File: config.mk
export PLATFORM = sky130hd
export DESIGN_NAME = i2c_sensor_register_slave
export DESIGN_NICKNAME = d
export VERILOG_FILES = /design/src/rtl/isrs_pkg.sv /design/src/rtl/isrs_echo.sv /design/src/rtl/i2c_sensor_register_slave.sv
export VERILOG_INCLUDE_DIRS = /design/src /design/src/rtl
export SDC_FILE = /design/constraint.sdc
export NUM_CORES = 1
export LEC_CHECK = 0
export BUFFER_PORTS_ARGS = -buffer_cell sky130_fd_sc_hd__buf_2
export CORE_ASPECT_RATIO = 2
export CORE_MARGIN = 2
export CORE_UTILIZATION = 58
export CTS_BUF_LIST = sky130_fd_sc_hd__clkbuf_16
export CTS_CLUSTER_DIAMETER = 50
export DETAILED_ROUTE_END_ITERATION = 8
export GPL_TIMING_DRIVEN = 0
export HOLD_SLACK_MARGIN = 0.08
export PLACE_DENSITY = 0.77
export SYNTH_ARGS = -nofsm -noshare
export SYNTH_HDL_FRONTEND = slang
export SYNTH_SLANG_ARGS = --single-unit
File: constraint.sdc
create_clock -name clk -period 10.8 [get_ports clk]
set_input_delay 0 -clock clk [delete_from_list [all_inputs] [get_ports clk]]
set_output_delay 0 -clock clk [all_outputs]
set_load 0.005 [all_outputs]
File: src/rtl/i2c_sensor_register_slave_defines.svh
// Assertion macros shared by the sensor register slave RTL.
// Expects clk and rst_n in the scope where a macro is used.
`ifndef I2C_SENSOR_REGISTER_SLAVE_DEFINES_SVH
`define I2C_SENSOR_REGISTER_SLAVE_DEFINES_SVH

// Same-cycle implication, checked outside reset.
`define ISRS_ASSERT_NOW(lbl, ante, cons, msg) \
  lbl: assert property (@(posedge clk) disable iff (!rst_n) (ante) |-> (cons)) \
    else $error(msg);

// Next-cycle implication, checked outside reset.
`define ISRS_ASSERT_NEXT(lbl, ante, cons, msg) \
  lbl: assert property (@(posedge clk) disable iff (!rst_n) (ante) |=> (cons)) \
    else $error(msg);

`endif

File: src/rtl/isrs_pkg.sv
// Types and constants for the sensor register slave.
// No dependencies; imported by isrs_echo and the top level.
`default_nettype none

package isrs_pkg;

  // Request kinds
  localparam logic [2:0] KIND_WR_START = 3'd0;
  localparam logic [2:0] KIND_WR_BYTE  = 3'd1;
  localparam logic [2:0] KIND_RD_BYTE  = 3'd2;
  localparam logic [2:0] KIND_STOP     = 3'd3;
  localparam logic [2:0] KIND_BUS_ERR  = 3'd4;
  localparam logic [2:0] KIND_ECHO     = 3'd5;
  localparam logic [2:0] KIND_ADC      = 3'd6;

  // Register map
  localparam logic [7:0] REG_NONE       = 8'h00;
  localparam logic [7:0] REG_LEFT_MSB   = 8'h01;
  localparam logic [7:0] REG_LEFT_LSB   = 8'h02;
  localparam logic [7:0] REG_RIGHT_MSB  = 8'h03;
  localparam logic [7:0] REG_RIGHT_LSB  = 8'h04;
  localparam logic [7:0] REG_FWD1_MSB   = 8'h05;
  localparam logic [7:0] REG_FWD1_LSB   = 8'h06;
  localparam logic [7:0] REG_BACK_MSB   = 8'h07;
  localparam logic [7:0] REG_BACK_LSB   = 8'h08;
  localparam logic [7:0] REG_VOLT_MSB   = 8'h09;
  localparam logic [7:0] REG_VOLT_LSB   = 8'h0A;
  localparam logic [7:0] REG_FWD2_MSB   = 8'h0B;
  localparam logic [7:0] REG_FWD2_LSB   = 8'h0C;
  localparam logic [7:0] REG_FWD1A_MSB  = 8'h15;
  localparam logic [7:0] REG_FWD1A_LSB  = 8'h16;
  localparam logic [7:0] REG_BACKA_MSB  = 8'h17;
  localparam logic [7:0] REG_BACKA_LSB  = 8'h18;
  localparam logic [7:0] REG_FWD2A_MSB  = 8'h19;
  localparam logic [7:0] REG_FWD2A_LSB  = 8'h1A;
  localparam logic [7:0] REG_BOOT       = 8'hFF;
  localparam logic [7:0] BOOT_MAGIC     = 8'hA5;

  // Echo channels and ADC channels
  localparam logic [1:0] ECHO_FWD1  = 2'd0;
  localparam logic [1:0] ECHO_BACK  = 2'd1;
  localparam logic [1:0] ECHO_FWD2  = 2'd2;
  localparam logic [1:0] ADC_LEFT   = 2'd0;
  localparam logic [1:0] ADC_RIGHT  = 2'd1;
  localparam logic [1:0] ADC_VOLT   = 2'd2;
  localparam logic [1:0] CHAN_NONE  = 2'd3;  // no echo timer or ADC input behind it

  // Trigger codes on the result
  localparam logic [1:0] TRIG_NONE = 2'd0;
  localparam logic [1:0] TRIG_FWD1 = 2'd1;
  localparam logic [1:0] TRIG_BACK = 2'd2;
  localparam logic [1:0] TRIG_FWD2 = 2'd3;

  // Configuration register indexes
  localparam logic [1:0] CFG_MM_PER_TICK = 2'd0;
  localparam logic [1:0] CFG_VOLT_GAIN   = 2'd1;

  localparam logic [15:0] MM_PER_TICK_RST = 16'd45197;
  localparam logic [9:0]  VOLT_GAIN_RST   = 10'd374;

  localparam int NUM_DIST  = 5;
  localparam int DIST_ECHO0 = 2;  // first echo slot in the distance table

  // Control from the register file to the echo timers
  typedef struct packed {
    logic        arm;     // select of an echo register
    logic        sample;  // echo pin sample on a valid channel
    logic [1:0]  ch;
    logic        level;
    logic [15:0] timer;
  } echo_ctl_t;

  // Distance update from the echo timers
  typedef struct packed {
    logic        en;
    logic [1:0]  ch;
    logic [15:0] mm;
  } echo_wr_t;

endpackage

`default_nettype wire

File: src/rtl/isrs_echo.sv
// Three echo pulse timers with millimetre scaling.
// Depends on isrs_pkg and i2c_sensor_register_slave_defines.svh.
`default_nettype none
`include "i2c_sensor_register_slave_defines.svh"

module isrs_echo
  import isrs_pkg::*;
(
  input  wire logic        clk,
  input  wire logic        rst_n,
  input  wire echo_ctl_t   ctl,
  input  wire logic [15:0] mm_per_tick,
  output echo_wr_t         wr
);

  logic [2:0]  armed_r;
  logic [2:0]  prev_r;
  logic [15:0] start_r [0:2];

  logic        sel_armed;
  logic        sel_prev;
  logic [15:0] sel_start;
  logic        edge_seen;
  logic        rise;
  logic        fall;
  logic [15:0] diff;
  logic [31:0] prod;
  logic [32:0] rounded;
  logic [18:0] mm_wide;

  always_comb begin
    unique case (ctl.ch)
      ECHO_FWD1: begin
        sel_armed = armed_r[0];
        sel_prev  = prev_r[0];
        sel_start = start_r[0];
      end
      ECHO_BACK: begin
        sel_armed = armed_r[1];
        sel_prev  = prev_r[1];
        sel_start = start_r[1];
      end
      ECHO_FWD2: begin
        sel_armed = armed_r[2];
        sel_prev  = prev_r[2];
        sel_start = start_r[2];
      end
      default: begin
        sel_armed = 1'b0;
        sel_prev  = 1'b0;
        sel_start = 16'd0;
      end
    endcase
  end

  assign edge_seen = ctl.sample && sel_armed && (ctl.level != sel_prev);
  assign rise      = edge_seen && ctl.level;
  assign fall      = edge_seen && !ctl.level;

  // Pulse width times Q2.14 scale, round half up, saturate to 16 bits
  assign diff    = ctl.timer - sel_start;
  assign prod    = {16'd0, diff} * {16'd0, mm_per_tick};
  assign rounded = {1'b0, prod} + 33'd8192;
  assign mm_wide = rounded[32:14];

  assign wr.en = fall;
  assign wr.ch = ctl.ch;
  assign wr.mm = (|mm_wide[18:16]) ? 16'hFFFF : mm_wide[15:0];

  always_ff @(posedge clk) begin
    if (!rst_n) begin
      armed_r <= 3'd0;
      prev_r  <= 3'd0;
      for (int i = 0; i < 3; i++) begin
        start_r[i] <= 16'd0;
      end
    end else begin
      for (int i = 0; i < 3; i++) begin
        if (ctl.ch == 2'(i)) begin
          if (ctl.arm) begin
            armed_r[i] <= 1'b1;
            prev_r[i]  <= 1'b0;
          end else if (ctl.sample) begin
            prev_r[i] <= ctl.level;
            if (rise) begin
              start_r[i] <= ctl.timer;
            end
            if (fall) begin
              armed_r[i] <= 1'b0;
            end
          end
        end
      end
    end
  end

  `ISRS_ASSERT_NOW(a_arm_xor_sample, ctl.arm, !ctl.sample, "arm and sample together")
  `ISRS_ASSERT_NOW(a_wr_on_valid_ch, wr.en, ctl.ch != CHAN_NONE, "distance write on bad channel")
  `ISRS_ASSERT_NEXT(a_fall_disarms, wr.en,
    $countones(armed_r) == $past($countones(armed_r)) - 1, "falling edge left channel armed")

endmodule

`default_nettype wire

File: src/rtl/i2c_sensor_register_slave.sv
// Top level of the I2C sensor register slave: request register, register file,
// result register. Depends on isrs_pkg, isrs_echo and the defines header.
//
// Usage
//   Requests enter on in_valid/in_ready: a bus event from the byte-level I2C
//   engine (write start, write byte, read byte, stop, bus error), an echo pin
//   sample with its timer count, or an averaged ADC result. Every request
//   gives exactly one result on out_valid/out_ready: read byte, ack, bus
//   reset, trigger strobe and reboot request. Non-bus requests give all zero.
//   The cfg_ channel writes mm_per_tick_q14 (index 0) and voltage_gain_q8
//   (index 1); cfg_ready is always high. Write configuration while idle.
// Timing
//   out_valid comes from the result register: an accepted request is held in
//   the request register while the register file, echo timer and its 16x16
//   multiply resolve into the result register. One request is taken per
//   cycle when the receiver keeps out_ready high.
// Reset and stall
//   rst_n (synchronous, active low) clears pointer, latched word, distances,
//   voltage, echo timers, boot byte and both pipeline valids, and loads the
//   default scale factors. While out_ready is low the result holds, one more
//   request is buffered in the request register, then in_ready drops.
`default_nettype none
`include "i2c_sensor_register_slave_defines.svh"

module i2c_sensor_register_slave
  import isrs_pkg::*;
(
  input  wire logic        clk,
  input  wire logic        rst_n,
  // request channel
  input  wire logic        in_valid,
  output logic             in_ready,
  input  wire logic [2:0]  in_kind,
  input  wire logic [7:0]  in_data_byte,
  input  wire logic [1:0]  in_channel,
  input  wire logic        in_pin_level,
  input  wire logic [15:0] in_timer_value,
  input  wire logic [9:0]  in_adc_value,
  // result channel
  output logic             out_valid,
  input  wire logic        out_ready,
  output logic [7:0]       out_read_data,
  output logic             out_ack,
  output logic             out_bus_reset,
  output logic [1:0]       out_trigger_channel,
  output logic             out_reboot_request,
  // configuration channel
  input  wire logic        cfg_valid,
  output logic             cfg_ready,
  input  wire logic [1:0]  cfg_index,
  input  wire logic [15:0] cfg_data
);

  // Request register
  logic        in_vld_r;
  logic [2:0]  kind_r;
  logic [7:0]  data_r;
  logic [1:0]  chan_r;
  logic        level_r;
  logic [15:0] timer_r;
  logic [9:0]  adc_r;

  // Result register
  logic        out_vld_r;
  logic [7:0]  rd_r;
  logic        ack_r;
  logic        brst_r;
  logic [1:0]  trig_r;
  logic        reboot_r;

  // Configuration
  logic [15:0] mm_per_tick_r;
  logic [9:0]  volt_gain_r;

  // Register file state
  logic [7:0]  ptr_r;
  logic [15:0] latched_r;
  logic [15:0] dist_r [0:NUM_DIST-1];
  logic [15:0] volt_r;
  logic [7:0]  boot_r;

  logic        take_in;
  logic        proc;
  logic        out_free;

  // Result and state next values
  logic [7:0]  rd_nxt;
  logic        ack_nxt;
  logic        brst_nxt;
  logic [1:0]  trig_nxt;
  logic        reboot_nxt;
  logic [7:0]  ptr_nxt;
  logic        latch_en;
  logic [15:0] latched_nxt;
  logic        boot_en;

  // Read map
  logic        map_hit;
  logic        map_msb;
  logic [15:0] map_val;

  // Echo arm / distance writes
  logic        arm_en;
  logic [1:0]  arm_ch;
  echo_ctl_t   echo_ctl;
  echo_wr_t    echo_wr;
  logic [19:0] volt_prod;

  // Handshake: advance the result when it is empty or taken
  assign out_free = !out_vld_r || out_ready;
  assign proc     = in_vld_r && out_free;
  assign in_ready = !in_vld_r || out_free;
  assign take_in  = in_valid && in_ready;
  assign cfg_ready = 1'b1;

  always_ff @(posedge clk) begin
    if (!rst_n) begin
      in_vld_r <= 1'b0;
    end else if (take_in) begin
      in_vld_r <= 1'b1;
    end else if (proc) begin
      in_vld_r <= 1'b0;
    end
  end

  always_ff @(posedge clk) begin
    if (take_in) begin
      kind_r  <= in_kind;
      data_r  <= in_data_byte;
      chan_r  <= in_channel;
      level_r <= in_pin_level;
      timer_r <= in_timer_value;
      adc_r   <= in_adc_value;
    end
  end

  always_ff @(posedge clk) begin
    if (!rst_n) begin
      mm_per_tick_r <= MM_PER_TICK_RST;
      volt_gain_r   <= VOLT_GAIN_RST;
    end else if (cfg_valid && cfg_ready) begin
      if (cfg_index == CFG_MM_PER_TICK) begin
        mm_per_tick_r <= cfg_data;
      end else if (cfg_index == CFG_VOLT_GAIN) begin
        volt_gain_r <= cfg_data[9:0];
      end
    end
  end

  // Decode the pointer for reads: MSB addresses latch a word, LSB return it
  always_comb begin
    map_hit = 1'b1;
    map_msb = 1'b0;
    map_val = 16'd0;
    unique case (ptr_r)
      REG_LEFT_MSB: begin
        map_msb = 1'b1;
        map_val = dist_r[0];
      end
      REG_RIGHT_MSB: begin
        map_msb = 1'b1;
        map_val = dist_r[1];
      end
      REG_FWD1_MSB, REG_FWD1A_MSB: begin
        map_msb = 1'b1;
        map_val = dist_r[2];
      end
      REG_BACK_MSB, REG_BACKA_MSB: begin
        map_msb = 1'b1;
        map_val = dist_r[3];
      end
      REG_VOLT_MSB: begin
        map_msb = 1'b1;
        map_val = volt_r;
      end
      REG_FWD2_MSB, REG_FWD2A_MSB: begin
        map_msb = 1'b1;
        map_val = dist_r[4];
      end
      REG_LEFT_LSB, REG_RIGHT_LSB, REG_FWD1_LSB, REG_BACK_LSB, REG_VOLT_LSB,
      REG_FWD2_LSB, REG_FWD1A_LSB, REG_BACKA_LSB, REG_FWD2A_LSB: begin
        map_hit = 1'b1;
      end
      default: begin
        map_hit = 1'b0;
      end
    endcase
  end

  // One request through the register file
  always_comb begin
    rd_nxt      = 8'd0;
    ack_nxt     = 1'b0;
    brst_nxt    = 1'b0;
    trig_nxt    = TRIG_NONE;
    reboot_nxt  = 1'b0;
    ptr_nxt     = ptr_r;
    latch_en    = 1'b0;
    latched_nxt = map_val;
    boot_en     = 1'b0;
    arm_en      = 1'b0;
    arm_ch      = ECHO_FWD1;
    unique case (kind_r)
      KIND_WR_START: begin
        ptr_nxt = REG_NONE;
        ack_nxt = 1'b1;
      end
      KIND_WR_BYTE: begin
        if (ptr_r == REG_NONE) begin
          // Register select; the FWD1, BACK and FWD2 MSB registers fire their trigger
          ptr_nxt = data_r;
          ack_nxt = 1'b1;
          if (data_r == REG_FWD1_MSB) begin
            arm_en   = 1'b1;
            arm_ch   = ECHO_FWD1;
            trig_nxt = TRIG_FWD1;
          end else if (data_r == REG_BACK_MSB) begin
            arm_en   = 1'b1;
            arm_ch   = ECHO_BACK;
            trig_nxt = TRIG_BACK;
          end else if (data_r == REG_FWD2_MSB) begin
            arm_en   = 1'b1;
            arm_ch   = ECHO_FWD2;
            trig_nxt = TRIG_FWD2;
          end
        end else begin
          // Data writes are refused; only the boot register stores
          ptr_nxt = ptr_r + 8'd1;
          if (ptr_r == REG_BOOT) begin
            boot_en    = 1'b1;
            reboot_nxt = (data_r == BOOT_MAGIC);
          end
        end
      end
      KIND_RD_BYTE: begin
        ptr_nxt = ptr_r + 8'd1;
        ack_nxt = map_hit;
        if (map_hit && map_msb) begin
          latch_en = 1'b1;
          rd_nxt   = map_val[15:8];
        end else if (map_hit) begin
          rd_nxt = latched_r[7:0];
        end
      end
      KIND_STOP: begin
        ack_nxt = 1'b1;
      end
      KIND_BUS_ERR: begin
        brst_nxt = 1'b1;
        ack_nxt  = 1'b1;
      end
      default: begin
        // echo, ADC and unused kinds return an all-zero result
      end
    endcase
  end

  assign echo_ctl.arm    = proc && arm_en;
  assign echo_ctl.sample = proc && (kind_r == KIND_ECHO) && (chan_r != CHAN_NONE);
  assign echo_ctl.ch     = arm_en ? arm_ch : chan_r;
  assign echo_ctl.level  = level_r;
  assign echo_ctl.timer  = timer_r;

  isrs_echo u_echo (
    .clk         (clk),
    .rst_n       (rst_n),
    .ctl         (echo_ctl),
    .mm_per_tick (mm_per_tick_r),
    .wr          (echo_wr)
  );

  assign volt_prod = {10'd0, adc_r} * {10'd0, volt_gain_r};

  always_ff @(posedge clk) begin
    if (!rst_n) begin
      ptr_r     <= REG_NONE;
      latched_r <= 16'd0;
      volt_r    <= 16'd0;
      boot_r    <= 8'd0;
      for (int i = 0; i < NUM_DIST; i++) begin
        dist_r[i] <= 16'd0;
      end
    end else if (proc) begin
      ptr_r <= ptr_nxt;
      if (latch_en) begin
        latched_r <= latched_nxt;
      end
      if (boot_en) begin
        boot_r <= data_r;
      end
      // Arm clears the distance; echo and ADC write new values
      for (int i = 0; i < NUM_DIST; i++) begin
        if (arm_en && (3'(i) == 3'(DIST_ECHO0) + {1'b0, arm_ch})) begin
          dist_r[i] <= 16'd0;
        end else if (echo_wr.en && (3'(i) == 3'(DIST_ECHO0) + {1'b0, echo_wr.ch})) begin
          dist_r[i] <= echo_wr.mm;
        end
      end
      if (kind_r == KIND_ADC) begin
        if (chan_r == ADC_LEFT) begin
          dist_r[0] <= {6'd0, adc_r};
        end else if (chan_r == ADC_RIGHT) begin
          dist_r[1] <= {6'd0, adc_r};
        end else if (chan_r == ADC_VOLT) begin
          volt_r <= {4'd0, volt_prod[19:8]};
        end
      end
    end
  end

  // Result register: load on advance, hold while stalled
  always_ff @(posedge clk) begin
    if (!rst_n) begin
      out_vld_r <= 1'b0;
    end else if (out_free) begin
      out_vld_r <= in_vld_r;
    end
  end

  always_ff @(posedge clk) begin
    if (proc) begin
      rd_r     <= rd_nxt;
      ack_r    <= ack_nxt;
      brst_r   <= brst_nxt;
      trig_r   <= trig_nxt;
      reboot_r <= reboot_nxt;
    end
  end

  assign out_valid           = out_vld_r;
  assign out_read_data       = rd_r;
  assign out_ack             = ack_r;
  assign out_bus_reset       = brst_r;
  assign out_trigger_channel = trig_r;
  assign out_reboot_request  = reboot_r;

  `ISRS_ASSERT_NOW(a_reboot_nak, out_vld_r && reboot_r, !ack_r, "reboot result was acked")
  `ISRS_ASSERT_NOW(a_trig_ack, out_vld_r && (trig_r != TRIG_NONE), ack_r,
    "trigger without ack")
  `ISRS_ASSERT_NOW(a_brst_clean, out_vld_r && brst_r,
    (rd_r == 8'd0) && (trig_r == TRIG_NONE) && !reboot_r, "bus reset result not clean")
  `ISRS_ASSERT_NEXT(a_req_held, in_vld_r && !out_free, in_vld_r && $stable(kind_r),
    "stalled request lost")

endmodule

`default_nettype wire
After elaboration in Yosys (flattened, before gate mapping):

Memories as Yosys holds them, arrays and structs flattened.
Cells that the tools add are included.

* flip-flop bits (word level): 115
* RAM bits: 128
* output and inout port bits: 16
* memories: 2

Memory list
* dist_r: words 5, width 16, read ports 5, clocked after Yosys merged registers in 0, write ports 5, line i2c_sensor_register_slave.sv:78 `logic [15:0] dist_r [0:NUM_DIST-1];`
* u_echo.start_r: words 3, width 16, read ports 3, clocked after Yosys merged registers in 0, write ports 3, line isrs_echo.sv:18 `logic [15:0] start_r [0:2];`

* add/sub/neg operators: 5
* multipliers: 2
* eq/ne operators: 44
* multiplexer cells: 121
* bitwise operators: 21
* reduce and logical (&&, ||, !) cells: 57

Operator list (count)
* 16-bit 2-to-1 mux: 16
* 16-bit one-hot mux with 6 select lines: 1
* 1-bit 2-to-1 mux: 88
* 8-bit by 3-bit equality test with 1-bit output, second input constant: 6
* 8-bit by 4-bit equality test with 1-bit output, second input constant: 6
* 8-bit by 5-bit equality test with 1-bit output, second input constant: 6
* 16-bit one-hot mux with 3 select lines: 1
* 32-bit by 14-bit adder with 33-bit output, second input constant: 1
* 16-bit by 16-bit multiplier with 32-bit output: 1
* 8-bit 2-to-1 mux: 3
* 8-bit one-hot mux with 3 select lines: 1
* 1-bit logical AND: 20
* 10-bit by 10-bit multiplier with 20-bit output: 1
* 18-bit OR reduction: 1
* 8-bit by 2-bit equality test with 1-bit output, second input constant: 2
* 8-bit equality test, second input constant: 2
* 2-bit 2-to-1 mux: 8
* 16-bit subtractor: 1
* 1-bit OR: 15
* 2-bit AND reduction: 7
* 2-bit by 3-bit equality test with 1-bit output, first input constant: 4
* 3-bit AND reduction: 4
* 3-bit OR reduction: 4
* 3-bit equality test, second input constant: 3
* 23 further kinds: 48

Longest topological paths before layout:

Gate-level depths: netlist (run 1).

* depth after elaboration: 20
* gate-level depth with buffers: 44
* gate-level depth less buffers: 39

Cells and area by module:

Synthesis (run 1) repeated with hierarchy kept, for this count alone.

* cells, all modules: 2390
* area, all modules: 23127.2 µm²

Modules (own cells, without submodules)
* isrs_echo: times used 1, cells each 1350, area an instance 12210.5 µm², seq. area each 1561.5 µm²
* i2c_sensor_register_slave: times used 1, cells each 1040, area an instance 10916.7 µm², seq. area each 4994.8 µm²

Worst setup path after synthesis (run 1):

Ideal clock, no wire load.

* path kind: register to register
* start point: register kind_r[2]
* end point: memory dist_r[2][10] (data pin)
* setup time: 0.270 ns
* data arrival time: 9.765 ns
* data required time: 10.530 ns
* path slack: 0.765 ns
* cell stages (with the launch flop): 43
* path buffers: 7
* period minus slack after synthesis: 10.035 ns
* cell sequence: edfxtp_1 clkbuf_2 nor3b_2 and4_1 a32oi_1 o2bb2ai_4 buf_2 buf_2 mux2i_1 o21ai_0 ha_1 inv_1 fa_1 a21o_1 a21o_1 a21oi_1 o32ai_1 o211ai_1 [... 7 more ...] fa_1 fa_1 fa_1 inv_1 fa_1 inv_1 ha_1 clkbuf_1 a21oi_1 o21ai_1 a221oi_1 nand3_1 o21ai_2 mux2i_1 xor2_1 buf_2 buf_2 a31oi_1

RTL lines
* from (decl): line i2c_sensor_register_slave.sv:56 `logic [2:0] kind_r;`
* from (signal assigned): line i2c_sensor_register_slave.sv:128 `kind_r <= in_kind;`
* to (decl): line i2c_sensor_register_slave.sv:78

==> qor.txt, run 1 <==
status: complete, no violations
Layout Nets: 2929
Tcrit/Tclk final: 96.93%
Ys Warns: 0
detailed router's first-iteration violation count: 1075
ANT nets after route: 0
Reg2Reg Depth: 36
CP max stage cell: clkbuf_1
Clock Tree Buf Depth: 3
critical path data required time: 11080 ps
WL final: 67.44 mm
prevailing post-synth register cell: edfxtp_1
sequential area share after synthesis: 29.51%
vias per std cell: 6.068
number of global-route vias before repair: 19490
max incr delay on CP: 560 ps
worst-skew pair later-pin latency: 580 ps
EDFF count, synth: 169
number of fillers in the final layout: 2925
crit start category: register
crit path DAT: 10740 ps
wire per inst: 23.25 um
synthesized instance count: 2224
Hold/Removal Path Class: input port to register
final std cells w/o fill: 2901
die width: 142.4 um
Detail Placement HPWL: 53.23 mm
Max Slew Vio Count: 0
crit path time final: 10470 ps
Ports: 79
Fmax achieved: 95.52 MHz
crit path kind: register to register
asr flop ratio synth: 0%
initial antenna violation count: 1
Worst Tran Pin Value: 1386 ps
DRC Markers: 0
Multi-input gate area: 14300 um2
area delta synth->final: 13.97%
TritonRoute pass-1 iters: 6
Inst Count DP: 2768
clock-pin transition on the worst setup and hold timing paths: 70 ps
Final Hold Violating Endpoints: 0
Avg Cell Area, Syn: 9.989 um2
most frequent CP cell: fa_1
std cell rows: 101
worst hold margin: 117.8 ps
Mapped Nets: 2733
synthesized area: 22220 um2
CTS buffer count: 24
total clock sinks: 243
Cells on Worst Hold Path: 2
clock skew: 42.76 ps
total of max-cap violations: 0
CP max FO: 19
IO Port Bufs: 76
clk root buf: clkbuf_16
post-layout util: 66.79%
H-tree levels: 1
Initial Util: 58.60%
setup TNS: 0 ps
largest net degree at the start of global routing: 25
Core Area: 37910 um2
GRT Util Overall: 34.46%
FF+latch area: 6558 um2
CTS tree: yes
Crit. End Element: register
via count: 17600
FF+latch count, synth: 243
GPL Wtd Cong: 1.022
ratio of cells with drive above 1 in the final layout: 9.852%
max_slew headroom: 6.889%
first-pass GRT wire length: 102.8 mm
Remaining Overflow, GRT: 0
Die Area: 39980 um2
distinct cell type count after synthesis: 79
Setup-failing EPs final: 0
die height: 280.8 um
==> routing by layer <==
layer  up-vias  part of all wire (%)  global-route usage [%]
li1       7796                     -                       -
met1      8660                    30                   30.05
met2       753                    53                   64.80
met3       395                   4.9                   5.060
met4         0                    12                   32.70
met5         -                     0                       0
==> flip-flops by register name, summed over array words and instances (netlist names), 3 cells and up <==
signal,count
u_echo.armed_r,3
mm_per_tick_r,16
out_read_data,8
dist_r,80
data_r,8
timer_r,16
kind_r,3
ptr_r,8
volt_r,12
volt_gain_r,10
adc_r,10
u_echo.start_r,48
u_echo.prev_r,3
latched_r,8
==> synth_stat cells (all sizes together) (21+ instances only) <==
cell,number,area [um2]
nand2,259,972.2
a31oi,65,406.6
edfxtp,169,5075
and2,198,1239
dfxtp,74,1481
and3,35,219.0
nand3,40,205.2
clkbuf,89,335.3
buf,30,163.9
a22oi,25,192.7
o21ai,54,289.0
nor2,65,244.0
nor3,21,135.1
ha,189,2365
a21oi,74,370.4
inv,311,1167
fa,257,5145
==> worst paths after layout <==
kind	start	to	slack, ps
min reg2reg	volt_r[11]	volt_r[11]	470
min	in_data_byte[0]	data_r[0]	120
max	kind_r[1]	dist_r[3][11]	330
max reg2reg	kind_r[1]	dist_r[3][11]	330
==> through the flow <==
| stage | instance area (um2) | worst slack [ps] |
|---|---|---|
| after floorplan | 22220 | 765.1 |
| after global placement | 23180 | -1463 |
| after detailed placement | 23290 | -1713 |
| after CTS | 25000 | 26.85 |
| after global routing | 25320 | -18.78 |
| final | 25320 | 331.3 |
==> placed cells by master (no fill, tap or decap), drive strengths merged, types with 18 or more instances in the layout <==
master and count:
a21o 18, clkbuf 106, xnor2 18, mux2i 20, o21ai 54, fa 257, dfxtp 74, ha 189
a22oi 25, a21oi 74, nor2 65, and3 35, and2 198, nor3 21, nand2b 19, a31oi 65
nand2 259, inv 320, buf 136, nand3 40, edfxtp 169, dlygate4sd3 71, nor2b 18
==> cell type report <==
cell class,instances,area share (%)
clock buffers,24,2.372
multi-input cells,1551,56.46
clock inverters,18,0.6720
inverters,311,4.610
plain buffers,115,2.303
repair buffers,174,5.381
flip-flops and latches,243,25.90
diodes,2,0.01977
well taps,463,2.288
==> critical path, delay by kind of cell, from the launching register on <==
kind / cells / cell delay (ps)
fa+ha+maj: 8 / 3600
flops: 1 / 500
compound gates: 12 / 2920
buf+inv: 8 / 1430
mux: 1 / 270
simple gates: 7 / 1450
==> cells by family after synthesis <==
family	count (synthesis)	share of synthesized area [%]
AO/OA/AOI/OAI	342	10.50
XOR/XNOR	35	1.380
adder cells (fa/ha/maj)	446	33.80
buffers and inverters	430	7.502
flip-flops	243	29.51
multiplexers	22	1.002
other	1	0.01688
AND/OR/NAND/NOR	705	16.29
==> timing repair <==
action                                  4_1_cts  5_1_grt
setup buffers                                 6       16
hold endpoints to repair                     69        0
endpoints found under the setup margin       48       48
gates resized for setup                      45       63
pin swaps                                     6       24
hold buffers                                 71        0
cloned                                        0        0
Power of run 1 is left out: the tool's default activity adds up to more than one toggle a clock period on the data nets, which glitch-free logic cannot reach.
==> run 2, diff against run 1 <==
BUFFER_PORTS_ARGS = default   (was -buffer_cell sky130_fd_sc_hd__buf_2)
CORE_UTILIZATION = 65   (was 58)
DONT_BUFFER_PORTS = 1   (was default)
PLACE_DENSITY = 0.8   (was 0.77)
clock period = 12 ns   (was 10.8 ns; I/O delays follow)
==> qor.txt, run 2 (synthesis results as in run 1) <==
first-pass GRT wire length: 97.55 mm (-5.2%)
WL final: 62.54 mm (-7.3%)
most frequent CP cell: fa_1
TritonRoute pass-1 iters: 8 (+2)
Detail Placement HPWL: 48.60 mm (-8.7%)
via count: 17380 (-1.3%)
worst-skew pair later-pin latency: 550 ps (-30 ps)
crit path kind: register to register
IO Port Bufs: 0 (-100%)
Reg2Reg Depth: 36 (unchanged)
DRC Markers: 0 (unchanged)
most common cell after layout, fill and taps aside: inv_1
R2R Setup Slk: 550 ps (+220 ps)
dpl cell area: 22840 um2 (-1.9%)
crit start category: register
Layout Nets: 2862 (-2.3%)
crit path capture: dist_r[4][0]
max FFs per register: 80 (unchanged)
detailed router's first-iteration violation count: 1164 (+8.3%)
status: complete, no violations
ratio of cells with drive above 1 in the final layout: 4.684% (-5.2 points)
GPL Wtd Cong: 0.9987 (-2.3%)
setup TNS: 0 ps (unchanged)
worst reg2reg startpoint: data_r[4]
reg2reg end: dist_r[4][0]
max_slew headroom: 11.46% (+4.6 points)
most frequent cells in the layout: 319 x inv_1, 259 x nand2_1, 257 x fa_1
critical path data required time: 12260 ps (+1180 ps)
Inst Count DP: 2665 (-3.7%)
clk root buf: clkbuf_16
crit path time final: 11450 ps (+980.7 ps)
die width: 134.7 um (-5.4%)
std cell rows: 95 (-5.9%)
Ports: 79 (unchanged)
Crit. End Element: register
vias per std cell: 6.190 (+2.0%)
clock skew: 12.23 ps (-30.53 ps)
Max Slew Vio Count: 0 (unchanged)
Die Area: 35760 um2 (-11%)
die height: 265.5 um (-5.5%)
largest net degree at the start of global routing: 26 (+4.0%)
number of global-route vias before repair: 18950 (-2.8%)
wire per inst: 22.28 um (-4.2%)
GRT Util Overall: 35.75% (+1.3 points)
CP max FO: 10 (-9)
Core Area: 33640 um2 (-11%)
CTS buffer count: 23 (-4.2%)
Initial Util: 66.04% (+7.4 points)
Hold/Removal Path Class: input port to register
Final Hold Violating Endpoints: 0 (unchanged)
hold_sp: in_adc_value[5]
Biggest register: dist_r
CTS tree: yes
total of max-cap violations: 0 (unchanged)
Remaining Overflow, GRT: 0 (unchanged)
final std cells w/o fill: 2807 (-3.2%)
crit path DAT: 11710 ps (+970 ps)
Final Cell Area: 24670 um2 (-2.6%)
Worst setup startpoint: data_r[4]
Tcrit/Tclk final: 95.41% (-1.5 points)
Fmax achieved: 87.34 MHz (-8.6%)
Worst Tran Pin Value: 1325 ps (-60.72 ps)
H-tree levels: 1 (unchanged)
area delta synth->final: 11.04%
ANT nets after route: 0 (unchanged)
Clock Tree Buf Depth: 3 (unchanged)
number of fillers in the final layout: 2314 (-21%)
Top Registers: dist_r x80, u_echo.start_r x48
Setup-failing EPs final: 0 (unchanged)
worst hold margin: 77.24 ps (-40.52 ps)
max incr delay on CP: 720 ps (+160 ps)
initial antenna violation count: 1 (unchanged)
CP max stage cell: nor2_1
clock-pin transition on the worst setup and hold timing paths: 70 ps (about the same)
total clock sinks: 243 (unchanged)
run 2: cell types whose count changed in the layout (fill, tap and decap cells not counted), sizes merged:
cell,delta
buf,-100
dlygate4sd3,+27
clkinv,-3
clkinvlp,-1
inv,+4
bufinv,-1
clkbuf,+8
diode,-1
run 2: critical path, delay by kind of cell (launching register included):
| kind | cells | cell delay (ps) |
|---|---|---|
| buffers and inverters | 10 | 2150 |
| AOI/OAI and AO/OA | 10 | 2570 |
| muxes | 1 | 200 |
| adders and majority gates | 8 | 3740 |
| DFF | 1 | 450 |
| and+or+nand+nor | 6 | 1800 |
| xor gates and xnor gates | 1 | 240 |
run 2: worst min-delay path by stage:
stage	to	slack, ps	cells past startpoint
after floorplan	adc_r[0]	100	0
after global placement	timer_r[14]	100	0
after detailed placement	kind_r[2]	100	0
after CTS	kind_r[0]	80	1
after global routing	kind_r[0]	80	1
final	adc_r[5]	80	1
run 2: what timing repair did:
action	CTS	global route
resized for setup	4	31
hold endpoints to repair	84	0
hold buffers	98	0
pin swaps	0	2
buffers inserted	0	1
endpoints found under the setup margin	48	48
run 2: cell type report:
cell class	instances	area [um2]	area share (%)
Tap cell	436	545.5	2.211
Timing Repair Buffer	104	1066	4.321
Buffer	119	515.5	2.090
Inverter	311	1167	4.732
Multi-Input combinational cell	1551	14080	57.08
Clock inverter	17	108.9	0.4413
Clock buffer	25	625.6	2.536
Sequential cell	243	6556	26.58
Antenna cell	1	2.502	0.01014
run 2: layer usage:
| metal | up-vias | wire (um) | GRT usage, % |
|---|---|---|---|
| met5 | - | 0 | 0 |
| met4 | 0 | 6997 | 33.26 |
| met3 | 354 | 2748 | 3.659 |
| met2 | 784 | 33180 | 65.28 |
| met1 | 8584 | 19610 | 34.06 |
| li1 | 7653 | - | - |
run 2: through the flow:
stage               setup WS [ps]  util, %
finish                      550.6    73.33
global route               -19.45    73.33
CTS                         15.24    73.07
detailed placement         -246.6    67.91
global placement           -104.2    67.67
floorplan                    1965        -
Power of run 2 is left out for the same reason.
==> run 3, diff against run 2 <==
CORE_MARGIN = default   (was 2)
==> qor.txt, run 3 (synthesis results as in run 1) <==
Initial Util: 66.04% (unchanged)
Setup-failing EPs final: 0 (unchanged)
IO Port Bufs: 0 (unchanged)
Final Cell Area: 24910 um2 (+0.99%)
Tcrit/Tclk final: 97.42% (+2.0 points)
CTS buffer count: 24 (+4.3%)
max_slew headroom: 15.41% (+4.0 points)
area delta synth->final: 12.14%
ratio of cells with drive above 1 in the final layout: 4.826% (+0.14 points)
setup TNS: 0 ps (unchanged)
Final Hold Violating Endpoints: 0 (unchanged)
most common cell after layout, fill and taps aside: inv_1
most frequent cells in the layout: 314 x inv_1, 259 x nand2_1, 257 x fa_1
Multi-input gate area: 14110 um2 (+0.24%)
hold_sp: in_adc_value[3]
Inst Count DP: 2664 (-0.038%)
WL final: 63.77 mm (+2.0%)
Antenna Cells: 0 (-1)
CP max FO: 10 (unchanged)
clock-pin transition on the worst setup and hold timing paths: 70 ps (about the same)
Cells on Worst Hold Path: 1 (unchanged)
critical path data required time: 12280 ps (+20 ps)
Crit. End Element: register
reg2reg end: dist_r[2][10]
Ports: 79 (unchanged)
crit-path leading delay family: adder cells
Layout Nets: 2875 (+0.45%)
ANT nets after route: 0 (unchanged)
Die Area: 34970 um2 (-2.2%)
H-tree levels: 1 (unchanged)
Max Slew Vio Count: 0 (unchanged)
vias per std cell: 6.266 (+1.2%)
Fmax achieved: 85.54 MHz (-2.1%)
Core Area: 33640 um2 (unchanged)
die width: 132.7 um (-1.5%)
FF+latch area: 6556 um2 (unchanged)
total of max-cap violations: 0 (unchanged)
DRC Markers: 0 (unchanged)
max incr delay on CP: 550 ps (-170 ps)
Worst Tran Pin Value: 1266 ps (-59.18 ps)
CP max stage cell: fa_1
crit path kind: register to register
initial antenna violation count: 0 (-1)
worst-skew pair later-pin latency: 570 ps (+20 ps)
clock skew: 34.95 ps (+22.72 ps)
via count: 17670 (+1.7%)
status: complete, no violations
Worst Path Buf+Inv: 12 (+2)
crit path DAT: 11970 ps (+260 ps)
total clock sinks: 243 (unchanged)
hold endpoint: adc_r[3]
worst reg2reg startpoint: ptr_r[2]
crit path time final: 11690 ps (+241.0 ps)
max FFs per register: 80 (unchanged)
final std cells w/o fill: 2819 (+0.43%)
most frequent CP cell: fa_1
first-pass GRT wire length: 99.29 mm (+1.8%)
crit start category: register
die height: 263.5 um (-0.75%)
Top Registers: dist_r x80, u_echo.start_r x48
number of global-route vias before repair: 19450 (+2.6%)
R2R Setup Slk: 310 ps (-240 ps)
detailed router's first-iteration violation count: 1147 (-1.5%)
number of fillers in the final layout: 2338 (+1.0%)
Detail Placement HPWL: 48.56 mm (about the same)
Hold/Removal Path Class: input port to register
Reg2Reg Depth: 42 (+17%)
TritonRoute pass-1 iters: 9 (+1)
Biggest register: dist_r
Remaining Overflow, GRT: 0 (unchanged)
Clock Tree Buf Depth: 3 (unchanged)
dpl cell area: 22820 um2 (about the same)
CTS tree: yes
wire per inst: 22.62 um (+1.5%)
GPL Wtd Cong: 0.9928 (-0.59%)
clk root buf: clkbuf_16
std cell rows: 95 (unchanged)
largest net degree at the start of global routing: 28 (+7.7%)
GRT Util Overall: 37.27% (+1.5 points)
## run 3: cell type report
type	count	share of cell area, %
Clock buffer	24	2.411
Buffer	119	2.059
Inverter	311	4.686
Tap cell	436	2.190
Timing Repair Buffer	116	4.711
Clock inverter	19	0.9743
Sequential cell	243	26.32
Multi-Input combinational cell	1551	56.65
## run 3: per-stage QoR
step                      hold WS, ps  setup slack [ps]  util [%]
after floorplan                 98.87              1965         -
after global placement          98.92            -53.60     67.67
after detailed placement        98.91            -263.4     67.84
after CTS                       80.60             21.56     73.66
after global routing            92.73            -136.5     74.06
final                           92.07             309.7     74.06
## run 3: per-layer routing
| layer | wire length [um] | vias to the layer above | GRT usage, % |
|---|---|---|---|
| li1 | - | 7690 | - |
| met1 | 19680 | 8675 | 34.60 |
| met5 | 0 | - | 0 |
| met3 | 3345 | 383 | 4.140 |
| met2 | 33800 | 917 | 68.88 |
| met4 | 6947 | 0 | 36.13 |
## run 3: timing repair
item                       in CTS  in global routing
hold endpoints to repair       82                  1
pin swaps                       0                  1
buffers inserted                0                  1
hold buffers                  110                  1
gates resized for setup         4                 31
setup endpoints to repair      48                 48
## run 3: worst max-delay path by stage
stage                     slack, ps      start  depth (start not counted)       endpoint
after floorplan                1970  kind_r[2]                         42  dist_r[2][10]
after global placement          -50   ptr_r[2]                         40   dist_r[4][0]
after detailed placement       -260   ptr_r[2]                         40   dist_r[2][9]
after CTS                        20   ptr_r[2]                         42  dist_r[2][10]
after global routing           -140   ptr_r[2]                         43  dist_r[2][10]
final                           310   ptr_r[2]                         42  dist_r[2][10]
## run 3: worst reg2reg max path: cells and delay by family (launching register included)
kind | cells | cell delay [ps]
fa+ha+maj | 9 | 4030
flops | 1 | 300
simple gates | 3 | 780
compound gates | 14 | 3460
mux | 2 | 330
buf+inv | 12 | 2030
xor+xnor | 2 | 470
Power of run 3 is left out for the same reason.
